<file path="config.mk">
export PLATFORM = sky130hd
export DESIGN_NAME = motor_speed_ramp_with_reversal_top
export DESIGN_NICKNAME = d
export VERILOG_FILES = /design/src/rtl/msr_pkg.sv /design/src/rtl/msr_regs.sv /design/src/rtl/msr_divider.sv /design/src/rtl/motor_speed_ramp_with_reversal_top.sv
export SDC_FILE = /design/constraint.sdc
export NUM_CORES = 1
export LEC_CHECK = 0
export BUFFER_PORTS_ARGS = -buffer_cell sky130_fd_sc_hd__buf_2
export CORE_MARGIN = 4
export CORE_UTILIZATION = 29
export CTS_CLUSTER_DIAMETER = 50
export DETAILED_ROUTE_END_ITERATION = 10
export PLACE_DENSITY_LB_ADDON = 0.15
export SYNTH_ARGS = -nofsm -noshare
export SYNTH_HDL_FRONTEND = slang
export SYNTH_SLANG_ARGS = --single-unit
export TNS_END_PERCENT = 5
</file>
<file path="constraint.sdc">
create_clock -name aclk -period 7.51 [get_ports aclk]
set_input_delay 0.3755 -clock aclk [delete_from_list [all_inputs] [get_ports aclk]]
set_output_delay 0.3755 -clock aclk [all_outputs]
set_load 0.01 [all_outputs]
</file>
<file path="src/rtl/msr_pkg.sv">
// types and constants shared by the motor speed ramp block
// no dependencies
`default_nettype none

package msr_pkg;

    localparam int DUTY_W = 8;
    localparam int TICK_W = 16;
    localparam int PROD_W = DUTY_W + TICK_W;
    localparam int APB_AW = 3;
    localparam int APB_DW = 32;

    localparam logic [DUTY_W-1:0] DUTY_MAX    = 8'd255;
    localparam logic [TICK_W-1:0] FADE_RESET  = 16'd1000;
    localparam logic [TICK_W-1:0] TICK_SAT    = 16'hffff;

    // register index decoded from paddr[2]
    localparam logic REG_FADE_DURATION = 1'b0;

    typedef enum logic [1:0] {
        OP_TICK    = 2'd0,
        OP_FORWARD = 2'd1,
        OP_REVERSE = 2'd2,
        OP_STOP    = 2'd3
    } op_t;

    typedef enum logic [2:0] {
        ST_IDLE,
        ST_MUL,
        ST_START,
        ST_DIV,
        ST_HOLD
    } state_t;

    // request to the divider
    typedef struct packed {
        logic              start;
        logic [PROD_W-1:0] dividend;
        logic [TICK_W-1:0] divisor;
    } div_req_t;

    // divider result
    typedef struct packed {
        logic              done;
        logic [DUTY_W-1:0] quotient;
    } div_rsp_t;

endpackage

`default_nettype wire

</file>
<file path="src/rtl/msr_regs.sv">
// apb configuration register holding the ramp length
// depends on msr_pkg
`default_nettype none

module msr_regs import msr_pkg::*; (
    input  wire logic              aclk,
    input  wire logic              aresetn,
    input  wire logic              psel,
    input  wire logic              penable,
    input  wire logic              pwrite,
    input  wire logic [APB_AW-1:0] paddr,
    input  wire logic [APB_DW-1:0] pwdata,
    output logic      [APB_DW-1:0] prdata,
    output logic                   pready,
    output logic      [TICK_W-1:0] fade_duration
);

    logic [TICK_W-1:0] fade_reg;
    logic [TICK_W-1:0] fade_next;
    logic              wr_en;

    assign pready = 1'b1;
    assign wr_en  = psel && penable && pwrite && (paddr[2] == REG_FADE_DURATION);

    // write decode
    always_comb begin
        fade_next = fade_reg;
        if (wr_en) begin
            fade_next = pwdata[TICK_W-1:0];
        end
    end

    always_ff @(posedge aclk) begin
        if (!aresetn) begin
            fade_reg <= FADE_RESET;
        end else begin
            fade_reg <= fade_next;
        end
    end

    // read back
    always_comb begin
        prdata = '0;
        if (paddr[2] == REG_FADE_DURATION) begin
            prdata = {{(APB_DW-TICK_W){1'b0}}, fade_reg};
        end
    end

    assign fade_duration = fade_reg;

endmodule

`default_nettype wire

</file>
<file path="src/rtl/msr_divider.sv">
// restoring divider, one quotient bit per cycle, eight-bit quotient
// depends on msr_pkg; caller guarantees dividend < 256 * divisor
`default_nettype none

module msr_divider import msr_pkg::*; (
    input  wire logic     aclk,
    input  wire logic     aresetn,
    input  wire div_req_t req,
    output div_rsp_t      rsp
);

    logic [TICK_W-1:0] rem_reg, rem_next;
    logic [DUTY_W-1:0] dvd_reg, dvd_next;
    logic [DUTY_W-1:0] quo_reg, quo_next;
    logic [2:0]        cnt_reg, cnt_next;
    logic              busy_reg, busy_next;
    logic              done_reg, done_next;
    logic [TICK_W:0]   trial;
    logic              fits;

    // trial subtract of the shifted remainder
    assign trial = {rem_reg, dvd_reg[DUTY_W-1]};
    assign fits  = trial >= {1'b0, req.divisor};

    always_comb begin
        rem_next  = rem_reg;
        dvd_next  = dvd_reg;
        quo_next  = quo_reg;
        cnt_next  = cnt_reg;
        busy_next = busy_reg;
        done_next = 1'b0;
        if (req.start) begin
            rem_next  = req.dividend[PROD_W-1:DUTY_W];
            dvd_next  = req.dividend[DUTY_W-1:0];
            cnt_next  = '0;
            busy_next = 1'b1;
        end else if (busy_reg) begin
            if (fits) begin
                rem_next = trial[TICK_W-1:0] - req.divisor;
            end else begin
                rem_next = trial[TICK_W-1:0];
            end
            dvd_next = {dvd_reg[DUTY_W-2:0], 1'b0};
            quo_next = {quo_reg[DUTY_W-2:0], fits};
            cnt_next = cnt_reg + 3'd1;
            if (cnt_reg == 3'd7) begin
                busy_next = 1'b0;
                done_next = 1'b1;
            end
        end
    end

    always_ff @(posedge aclk) begin
        if (!aresetn) begin
            busy_reg <= 1'b0;
            done_reg <= 1'b0;
            cnt_reg  <= '0;
        end else begin
            busy_reg <= busy_next;
            done_reg <= done_next;
            cnt_reg  <= cnt_next;
        end
    end

    always_ff @(posedge aclk) begin
        rem_reg <= rem_next;
        dvd_reg <= dvd_next;
        quo_reg <= quo_next;
    end

    assign rsp.done     = done_reg;
    assign rsp.quotient = quo_reg;

endmodule

`default_nettype wire

</file>
<file path="src/rtl/motor_speed_ramp_with_reversal_top.sv">
// motor duty ramp with direction reversal: command sequencer and state
// depends on msr_pkg, msr_regs, msr_divider
//
// usage: s_ channel takes one request (operation, speed): a one-millisecond
// tick, forward, reverse or stop. every request gives exactly one result on
// the m_ channel: duty, direction lines, ramping and running after it.
// order: commands, ticks outside a ramp and ticks that end a ramp put
// their result in the output register on the edge that accepts them. a
// tick inside a ramp advances the tick count, runs the 16x8 multiply,
// loads the divider, takes eight divide steps, writes the duty and then
// loads the output register.
// throughput: one request at a time; s_ready is high while the sequencer is
// idle and the output register is empty or being taken, so a new request
// can enter as the previous result leaves.
// stall: if m_ready stays low the result holds in the output register and
// s_ready drops until it is taken; a finished divide waits the same way.
// reset: aresetn low (synchronous) clears the duty, lines, flags and the
// output valid bit, sets the ramp length to 1000 ticks; no clearing pass.
// the apb port writes the ramp length at byte address 0; pready is always
// high; writes are expected only while the block is idle.
`default_nettype none

module motor_speed_ramp_with_reversal_top import msr_pkg::*; (
    input  wire logic              aclk,
    input  wire logic              aresetn,
    // request channel
    input  wire logic              s_valid,
    output logic                   s_ready,
    input  wire logic [1:0]        s_operation,
    input  wire logic [DUTY_W-1:0] s_speed,
    // result channel
    output logic                   m_valid,
    input  wire logic              m_ready,
    output logic      [DUTY_W-1:0] m_duty,
    output logic                   m_drive_a,
    output logic                   m_drive_b,
    output logic                   m_ramping,
    output logic                   m_running,
    // configuration
    input  wire logic              psel,
    input  wire logic              penable,
    input  wire logic              pwrite,
    input  wire logic [APB_AW-1:0] paddr,
    input  wire logic [APB_DW-1:0] pwdata,
    output logic      [APB_DW-1:0] prdata,
    output logic                   pready
);

    logic [TICK_W-1:0] fade_duration;
    div_req_t          div_req;
    div_rsp_t          div_rsp;

    state_t            state_reg, state_next;
    logic [DUTY_W-1:0] duty_reg, duty_next;
    logic [DUTY_W-1:0] start_reg, start_next;
    logic [DUTY_W-1:0] target_reg, target_next;
    logic [TICK_W-1:0] elapsed_reg, elapsed_next;
    logic              active_reg, active_next;
    logic              motion_reg, motion_next;
    logic              rev_pend_reg, rev_pend_next;
    logic              pend_dir_reg, pend_dir_next;
    logic [DUTY_W-1:0] pend_speed_reg, pend_speed_next;
    logic              line_a_reg, line_a_next;
    logic              line_b_reg, line_b_next;
    logic [PROD_W-1:0] prod_reg, prod_next;
    logic              neg_reg, neg_next;

    logic              out_valid_reg, out_valid_next;
    logic [DUTY_W-1:0] out_duty_reg;
    logic              out_a_reg, out_b_reg, out_ramp_reg, out_run_reg;

    logic              out_free;
    logic              accept;
    logic              load_out;
    logic              rev_cmd;
    logic              opp_high;
    logic [TICK_W-1:0] elapsed_inc;
    logic [DUTY_W-1:0] diff_mag;
    logic              diff_neg;
    logic [DUTY_W+1:0] value;
    op_t               op;

    msr_regs u_regs (
        .aclk          (aclk),
        .aresetn       (aresetn),
        .psel          (psel),
        .penable       (penable),
        .pwrite        (pwrite),
        .paddr         (paddr),
        .pwdata        (pwdata),
        .prdata        (prdata),
        .pready        (pready),
        .fade_duration (fade_duration)
    );

    msr_divider u_div (
        .aclk    (aclk),
        .aresetn (aresetn),
        .req     (div_req),
        .rsp     (div_rsp)
    );

    assign out_free = !out_valid_reg || m_ready;
    assign s_ready  = (state_reg == ST_IDLE) && out_free;
    assign accept   = s_valid && s_ready;
    assign op       = op_t'(s_operation);
    assign rev_cmd  = (op == OP_REVERSE);
    assign opp_high = rev_cmd ? line_a_reg : line_b_reg;

    assign elapsed_inc = (elapsed_reg < TICK_SAT) ? elapsed_reg + 16'd1 : elapsed_reg;

    // magnitude and sign of target - start
    assign diff_neg = target_reg < start_reg;
    assign diff_mag = diff_neg ? start_reg - target_reg : target_reg - start_reg;

    // start +/- quotient, clamped to the duty range
    always_comb begin
        if (neg_reg) begin
            value = {2'b00, start_reg} - {2'b00, div_rsp.quotient};
        end else begin
            value = {2'b00, start_reg} + {2'b00, div_rsp.quotient};
        end
    end

    assign div_req.start    = (state_reg == ST_START);
    assign div_req.dividend = prod_reg;
    assign div_req.divisor  = fade_duration;

    // sequencer and ramp state
    always_comb begin
        state_next      = state_reg;
        duty_next       = duty_reg;
        start_next      = start_reg;
        target_next     = target_reg;
        elapsed_next    = elapsed_reg;
        active_next     = active_reg;
        motion_next     = motion_reg;
        rev_pend_next   = rev_pend_reg;
        pend_dir_next   = pend_dir_reg;
        pend_speed_next = pend_speed_reg;
        line_a_next     = line_a_reg;
        line_b_next     = line_b_reg;
        prod_next       = prod_reg;
        neg_next        = neg_reg;
        load_out        = 1'b0;

        case (state_reg)
            ST_IDLE: begin
                if (accept) begin
                    case (op)
                        OP_TICK: begin
                            load_out = 1'b1;
                            if (active_reg) begin
                                elapsed_next = elapsed_inc;
                                if (elapsed_inc >= fade_duration) begin
                                    // ramp done, maybe start the reversed leg
                                    duty_next   = target_reg;
                                    active_next = 1'b0;
                                    if (rev_pend_reg && (target_reg == '0)) begin
                                        line_a_next   = !pend_dir_reg;
                                        line_b_next   = pend_dir_reg;
                                        start_next    = '0;
                                        target_next   = pend_speed_reg;
                                        elapsed_next  = '0;
                                        active_next   = 1'b1;
                                        rev_pend_next = 1'b0;
                                        motion_next   = 1'b1;
                                    end
                                end else begin
                                    load_out   = 1'b0;
                                    state_next = ST_MUL;
                                end
                            end
                        end
                        OP_FORWARD, OP_REVERSE: begin
                            load_out     = 1'b1;
                            start_next   = duty_reg;
                            elapsed_next = '0;
                            active_next  = 1'b1;
                            if ((motion_reg || active_reg) && opp_high) begin
                                // ramp down first, hold the new direction
                                target_next     = '0;
                                rev_pend_next   = 1'b1;
                                pend_dir_next   = rev_cmd;
                                pend_speed_next = s_speed;
                            end else begin
                                target_next = s_speed;
                                line_a_next = !rev_cmd;
                                line_b_next = rev_cmd;
                                motion_next = 1'b1;
                            end
                        end
                        OP_STOP: begin
                            load_out = 1'b1;
                            if (motion_reg || (duty_reg != '0)) begin
                                if (!active_reg) begin
                                    rev_pend_next = 1'b0;
                                end
                                start_next   = duty_reg;
                                target_next  = '0;
                                elapsed_next = '0;
                                active_next  = 1'b1;
                                motion_next  = 1'b0;
                            end
                        end
                        default: begin
                            load_out = 1'b1;
                        end
                    endcase
                end
            end
            ST_MUL: begin
                prod_next  = PROD_W'(elapsed_reg) * PROD_W'(diff_mag);
                neg_next   = diff_neg;
                state_next = ST_START;
            end
            ST_START: begin
                state_next = ST_DIV;
            end
            ST_DIV: begin
                if (div_rsp.done) begin
                    if (value[DUTY_W+1]) begin
                        duty_next = '0;
                    end else if (value[DUTY_W]) begin
                        duty_next = DUTY_MAX;
                    end else begin
                        duty_next = value[DUTY_W-1:0];
                    end
                    state_next = ST_HOLD;
                end
            end
            ST_HOLD: begin
                if (out_free) begin
                    load_out   = 1'b1;
                    state_next = ST_IDLE;
                end
            end
            default: begin
                state_next = ST_IDLE;
            end
        endcase
    end

    // output register handshake
    always_comb begin
        out_valid_next = out_valid_reg;
        if (load_out) begin
            out_valid_next = 1'b1;
        end else if (m_ready) begin
            out_valid_next = 1'b0;
        end
    end

    always_ff @(posedge aclk) begin
        if (!aresetn) begin
            state_reg      <= ST_IDLE;
            duty_reg       <= '0;
            start_reg      <= '0;
            target_reg     <= '0;
            elapsed_reg    <= '0;
            active_reg     <= 1'b0;
            motion_reg     <= 1'b0;
            rev_pend_reg   <= 1'b0;
            pend_dir_reg   <= 1'b0;
            pend_speed_reg <= '0;
            line_a_reg     <= 1'b0;
            line_b_reg     <= 1'b0;
            out_valid_reg  <= 1'b0;
        end else begin
            state_reg      <= state_next;
            duty_reg       <= duty_next;
            start_reg      <= start_next;
            target_reg     <= target_next;
            elapsed_reg    <= elapsed_next;
            active_reg     <= active_next;
            motion_reg     <= motion_next;
            rev_pend_reg   <= rev_pend_next;
            pend_dir_reg   <= pend_dir_next;
            pend_speed_reg <= pend_speed_next;
            line_a_reg     <= line_a_next;
            line_b_reg     <= line_b_next;
            out_valid_reg  <= out_valid_next;
        end
    end

    // datapath and result payload
    always_ff @(posedge aclk) begin
        prod_reg <= prod_next;
        neg_reg  <= neg_next;
        if (load_out) begin
            out_duty_reg <= duty_next;
            out_a_reg    <= line_a_next;
            out_b_reg    <= line_b_next;
            out_ramp_reg <= active_next;
            out_run_reg  <= motion_next;
        end
    end

    assign m_valid   = out_valid_reg;
    assign m_duty    = out_duty_reg;
    assign m_drive_a = out_a_reg;
    assign m_drive_b = out_b_reg;
    assign m_ramping = out_ramp_reg;
    assign m_running = out_run_reg;

endmodule

`default_nettype wire

</file>
* Word level (Yosys, flattened, before mapping)
Index checks and enable logic that the tools add are counted.
** Cells by class
- Multiply operators :: 1
- Reductions and logical operators :: 29
- Mux-type cells :: 89
- Equality and inequality tests :: 20
- $lt $le $gt $ge :: 4
- Add/subtract/negate cells :: 7
- Bitwise gates (word level) :: 4
** Operator list (number)
- 2-to-1 mux 8 bit :: 19
- 2-to-1 mux 16 bit :: 9
- case mux 16 bit (3 select lines) :: 1
- case mux 8 bit (3 select lines) :: 2
- 2-to-1 mux 1 bit :: 42
- multiplier 16 x 8 -> 24 bit :: 1
- inequality test 2 bit, second input constant :: 10
- 2-to-1 mux 3 bit :: 6
- >= comparator 17 x 16 -> 1 bit :: 1
- adder 16 x 1 -> 16 bit, second input constant :: 1
- >= comparator 16 bit :: 1
- < comparator 16 bit, second input constant :: 1
- case mux 8 bit (2 select lines) :: 1
- subtractor 16 bit :: 1
- subtractor 8 bit :: 2
- case mux 3 bit (5 select lines) :: 1
- AND reduction 6 bit :: 2
- 2-to-1 mux 10 bit :: 1
- adder 8 x 8 -> 9 bit :: 1
- case mux 1 bit (3 select lines) :: 3
- subtractor 8 x 8 -> 9 bit :: 1
- zero test 8 bit :: 1
- < comparator 8 bit :: 1
- case mux 1 bit (2 select lines) :: 4
- other kinds (20) :: 41
** Storage, ports and cells
- Register bits :: 148
- Input bits :: 52

* Depth between registers and ports, before layout
- Depth in word-level cells :: 9
- Gate-level depth with buffers :: 29
- Depth with buffers taken out :: 28

* By module
From an unflattened synthesis, not the netlist that was laid out.
** Second synthesis, totals
- Cells, all modules :: 1589
- Area total of the unflattened synthesis :: 14179.8 µm²
** By module, submodules not included
- motor_speed_ramp_with_reversal_top :: instances 1, area each 10776.6 µm², cells an instance 1239, sequential area each 2272.2 µm²
- msr_divider :: instances 1, area each 2466.1 µm², cells an instance 244, sequential area each 1061.0 µm²
- msr_regs :: instances 1, area each 937.1 µm², cells an instance 106, sequential area each 320.3 µm²

* Least setup slack after synthesis
Ideal clock, no wire load.
- Path kind :: reg-to-reg
- From :: reg start_reg[5]
- To :: reg prod_reg[19], data pin
- Stages on the path, launching flop included :: 28
- Arrival :: 6883 ps
- Library setup time :: 258 ps
- Required time :: 7252 ps
- Slack :: 370 ps
- Cell sequence :: dfxtp_1 -> inv_1 -> ha_1 -> or3_1 -> a21oi_2 -> a21o_2 -> mux2_2 -> o21ai_0 -> a21oi_1 -> xnor2_1 -> buf_2 -> nand2b_1 -> fa_1 -> fa_1 -> inv_1 -> fa_1 -> inv_1 -> fa_1 -> inv_1 -> ha_1 -> and3_1 -> a21oi_1 -> a31oi_1 -> a41o_1 -> o311a_1 -> a311o_1 -> a21oi_1 -> xnor2_1
** On the way
- Cells in the longest elaborated chain, start to end :: 3
** Ends and longest elaborated chain
- start: declaration :: line motor_speed_ramp_with_reversal_top.sv:55 : logic [DUTY_W-1:0] start_reg, start_next;
- start signal: assignment :: line motor_speed_ramp_with_reversal_top.sv:272 : start_reg <= start_next;
- subtractor 8 bit / < comparator 8 bit (equally long branches) :: line motor_speed_ramp_with_reversal_top.sv:114, motor_speed_ramp_with_reversal_top.sv:113
- 2-to-1 mux 8 bit (*) :: line motor_speed_ramp_with_reversal_top.sv:114 : assign diff_mag = diff_neg ? start_reg - target_reg : target_reg - start_reg;
- multiplier 16 x 8 -> 24 bit (*) :: line motor_speed_ramp_with_reversal_top.sv:213 : prod_next = PROD_W'(elapsed_reg) * PROD_W'(diff_mag);
- end signal: assignment :: line motor_speed_ramp_with_reversal_top.sv:288 : prod_reg <= prod_next;
- end: declaration :: line motor_speed_ramp_with_reversal_top.sv:65 : logic [PROD_W-1:0] prod_reg, prod_next;
Every way passes the cells marked *; elsewhere a longest branch is shown, timed or not.
A chain may end at the register's enable or synchronous reset.

* Final worst setup path
Same ends and word-level chain as after synthesis.

==> impl_results.md <==
- Status: complete, no violations
- Final Setup Violations: 0
- Seq cells post-synth: 148
- Residual DRC: 0
- Max-slew violation count: 0
- Number of synthesized flops with an enable pin: 69
- Top cell type's share of synthesized area: 0.160
- Cells after synthesis: 1434
- Simple-gate share of the synthesized area: 0.186
- Max Fclk: 139 MHz
- Port-buffer cells: 63
- Seq/Total Area, Yosys: 0.281
- Router iterations before antenna repair: 5
- Final Wtd Congestion: 0.781
- Clock Latency Late Sink: 0.44 ns
- Worst Skew: 0.0104 ns
- Post-synthesis mux area share: 0.0364
- Number of nets in the layout: 1748
- Fin. Hold Viols: 0
- Chip height: 220 µm
- Critical Path RT: 7.70 ns
- Crit path DAT: 7.39 ns
- Distinct cells, synth: 76
- Final wirelength: 33600 µm
- Die area: 0.0482 mm²
- Ys async rst share: 0
- Via count: 9945
- I/O pin total: 99
- Lkg Pwr: 6.57 nW
- CTS H-tree depth: 4
- Post-DRT Antenna Nets: 0
- Share of cells above drive strength 1: 0.121
- Predominant post-synthesis flop cell: dfxtp_1
- DP Wirelength: 26300 µm
- CP Max Fanout: 10
- Max Root-Sink Buffers: 2
- CTS buffer count: 17
- Fillers: 4602
- Chip width: 220 µm
- Gr ovfl total: 0
- Top post-synthesis cells by area: edfxtp_1 (16%), fa_1 (14%), dfxtp_1 (12%), ha_1 (11%), inv_1 (4.7%)
- Cell taking the most area after synthesis: edfxtp_1
- First-pass GRT wire length: 54800 µm
- Crit end category: flop
- Tightest Hold Check Type: in -> reg
- Post-Place Setup Slack: 0.0638 ns
- Synthesized area per cell: 9.06 µm²
- Gr usage total: 0.144
- Rows: 77
- Fin crit share: 0.959
- Worst slew pin tran: 1.10 ns
- Max reg flops: 24
- TritonCTS clock tree: yes
- Largest family of logic cells by synthesized area: adder cells
- Placed cells: 2062
- CTS root buf: clkbuf_16
- Drt initial violations: 537
- Area of placed instances: 0.0140 mm²
- Commonest non-fill, non-tap cell in the layout: inv_1
- Commonest non-fill, non-tap cells in the layout: inv_1 (162), nor2_1 (127), ha_1 (110)
- Initial Util: 0.294
- Type of origin of the critical path: flop
- PwrDens: 160 mW/mm²
- Routed vias/inst: 4.74
- Worst-path clk slew: 0.06 ns
- Worst rel slew slack: 0.264
- Post-route design area: 0.0148 mm²
- Kind of critical path: reg -> reg
- RSZ-0062 raised after global routing: yes
- Drt wl/cell: 16.0 µm
- Yosys warns: 0
- Area of the core: 0.0442 mm²
- Mapped cell area: 0.0130 mm²
- Number of global-route vias before repair: 9863
- Largest net degree at the start of global routing: 42
- Layout Area Growth over Synthesis: 13.7%
- Max_cap viols: 0
- Final Worst Setup Slack: 0.311 ns
- Synthesized-area fraction occupied by adder cells: 0.248
- Xor/xnor cell area share of the yosys netlist: 0.0423
- Peak supply drop: 0.144 mV
- Antenna diodes: 0
- Filler-free cell count of the finished design: 2097
- Clk sinks: 148
- Antenna violations before repair: 0
- Min cycle time layout: 7.20 ns
- Synth Area in Compound Gates: 0.128
## power breakdown
| part | switching, mW | internal [mW] |
|---|---|---|
| clock network | 0.349 | 0.560 |
| logic | 0.292 | 0.201 |
| registers | 0.0361 | 0.927 |
| total | 0.677 | 1.69 |
## path summary, 6_finish.rpt
kind                              endpoint                      from  depth (start not counted)  slack [ns]
setup reg to reg              prod_reg[19]              start_reg[5]                         27        0.31
hold reg to reg   u_regs.fade_duration[10]  u_regs.fade_duration[10]                          2        0.46
hold / removal     u_regs.fade_duration[3]                 pwdata[3]                          3        0.17
setup / recovery              prod_reg[19]              start_reg[5]                         27        0.31
## synthesized netlist by cell type (6+ instances only)
library cell,instances
and2_1,82
edfxtp_1,69
mux2i_1,30
clkbuf_1,46
nand4_1,13
o21a_1,17
o21ai_0,37
nor4_1,11
dfxtp_1,79
nand3_1,25
mux2_2,14
xor2_1,19
fa_1,89
nor2b_1,51
a211oi_1,10
a21o_1,19
xnor2_1,40
and3_1,9
o31ai_1,14
buf_2,8
inv_1,162
ha_1,115
a31oi_1,8
buf_4,19
nor3_1,17
nand2_1,108
or3_1,6
nand2b_1,19
a21oi_1,84
o211ai_1,10
nor2_1,127
## stage by stage
step / setup TNS [ns] / util / power, mW / hold WS (ns)
2_1_floorplan: 0 / - / 1.33 / 0.436
3_3_place_gp: 0 / 0.316 / 1.47 / 0.445
3_5_place_dp: 0 / 0.316 / 1.47 / 0.452
4_1_cts: 0 / 0.330 / 2.39 / 0.134
5_1_grt: -0.0241 / 0.334 / 2.50 / 0.149
6_report: 0 / 0.334 / 2.37 / 0.165
## per-layer routing
layer  part of all wire  global-route usage  routed length (µm)
met5                  0                   0                   0
met4              0.017              0.0377                 565
met3              0.023              0.0204                 762
met2               0.45               0.228               15300
met1               0.51               0.205               17100
## what timing repair did
item                       4_1_cts  5_1_grt
gates resized for setup          0       28
setup endpoints to repair        0        9
buffers inserted                 0        3
hold buffers                     0        0
## critical path, stage by stage, from the launching register on
cell	delay [ns]
dfxtp_1	0.33
inv_1	0.06
ha_1	0.31
or3_1	0.42
a21oi_4	0.20
a21o_4	0.14
mux2_2	0.35
a221o_1	0.36
nand2b_4	0.18
xnor2_4	0.15
buf_4	0.15
buf_6	0.11
buf_4	0.16
and2_1	0.17
fa_1	0.47
fa_1	0.52
fa_1	0.54
inv_1	0.05
fa_1	0.52
inv_1	0.04
ha_1	0.35
nand3_1	0.11
nand2_1	0.05
a41o_1	0.24
o311a_1	0.33
a311o_1	0.37
a21oi_1	0.17
xnor2_1	0.08
## layout make-up
class,instances,area [µm²],share of cell area
clock inverters,12,149,0.0101
repair buffers,102,616,0.0417
well taps,592,741,0.0502
flip-flops and latches,148,3660,0.248
clock buffers,20,479,0.0325
multi-input cells,1060,8510,0.577
inverters,163,612,0.0414
## kinds of logic after synthesis
kind of cell,after synthesis
AND/OR/NAND/NOR,482
AO/OA/AOI/OAI,251
buffers and inverters,241
adder cells (fa/ha/maj),204
flip-flops,148
XOR/XNOR,61
multiplexers,45
other,2
No activity file was read; power rests on OpenSTA's default activity.
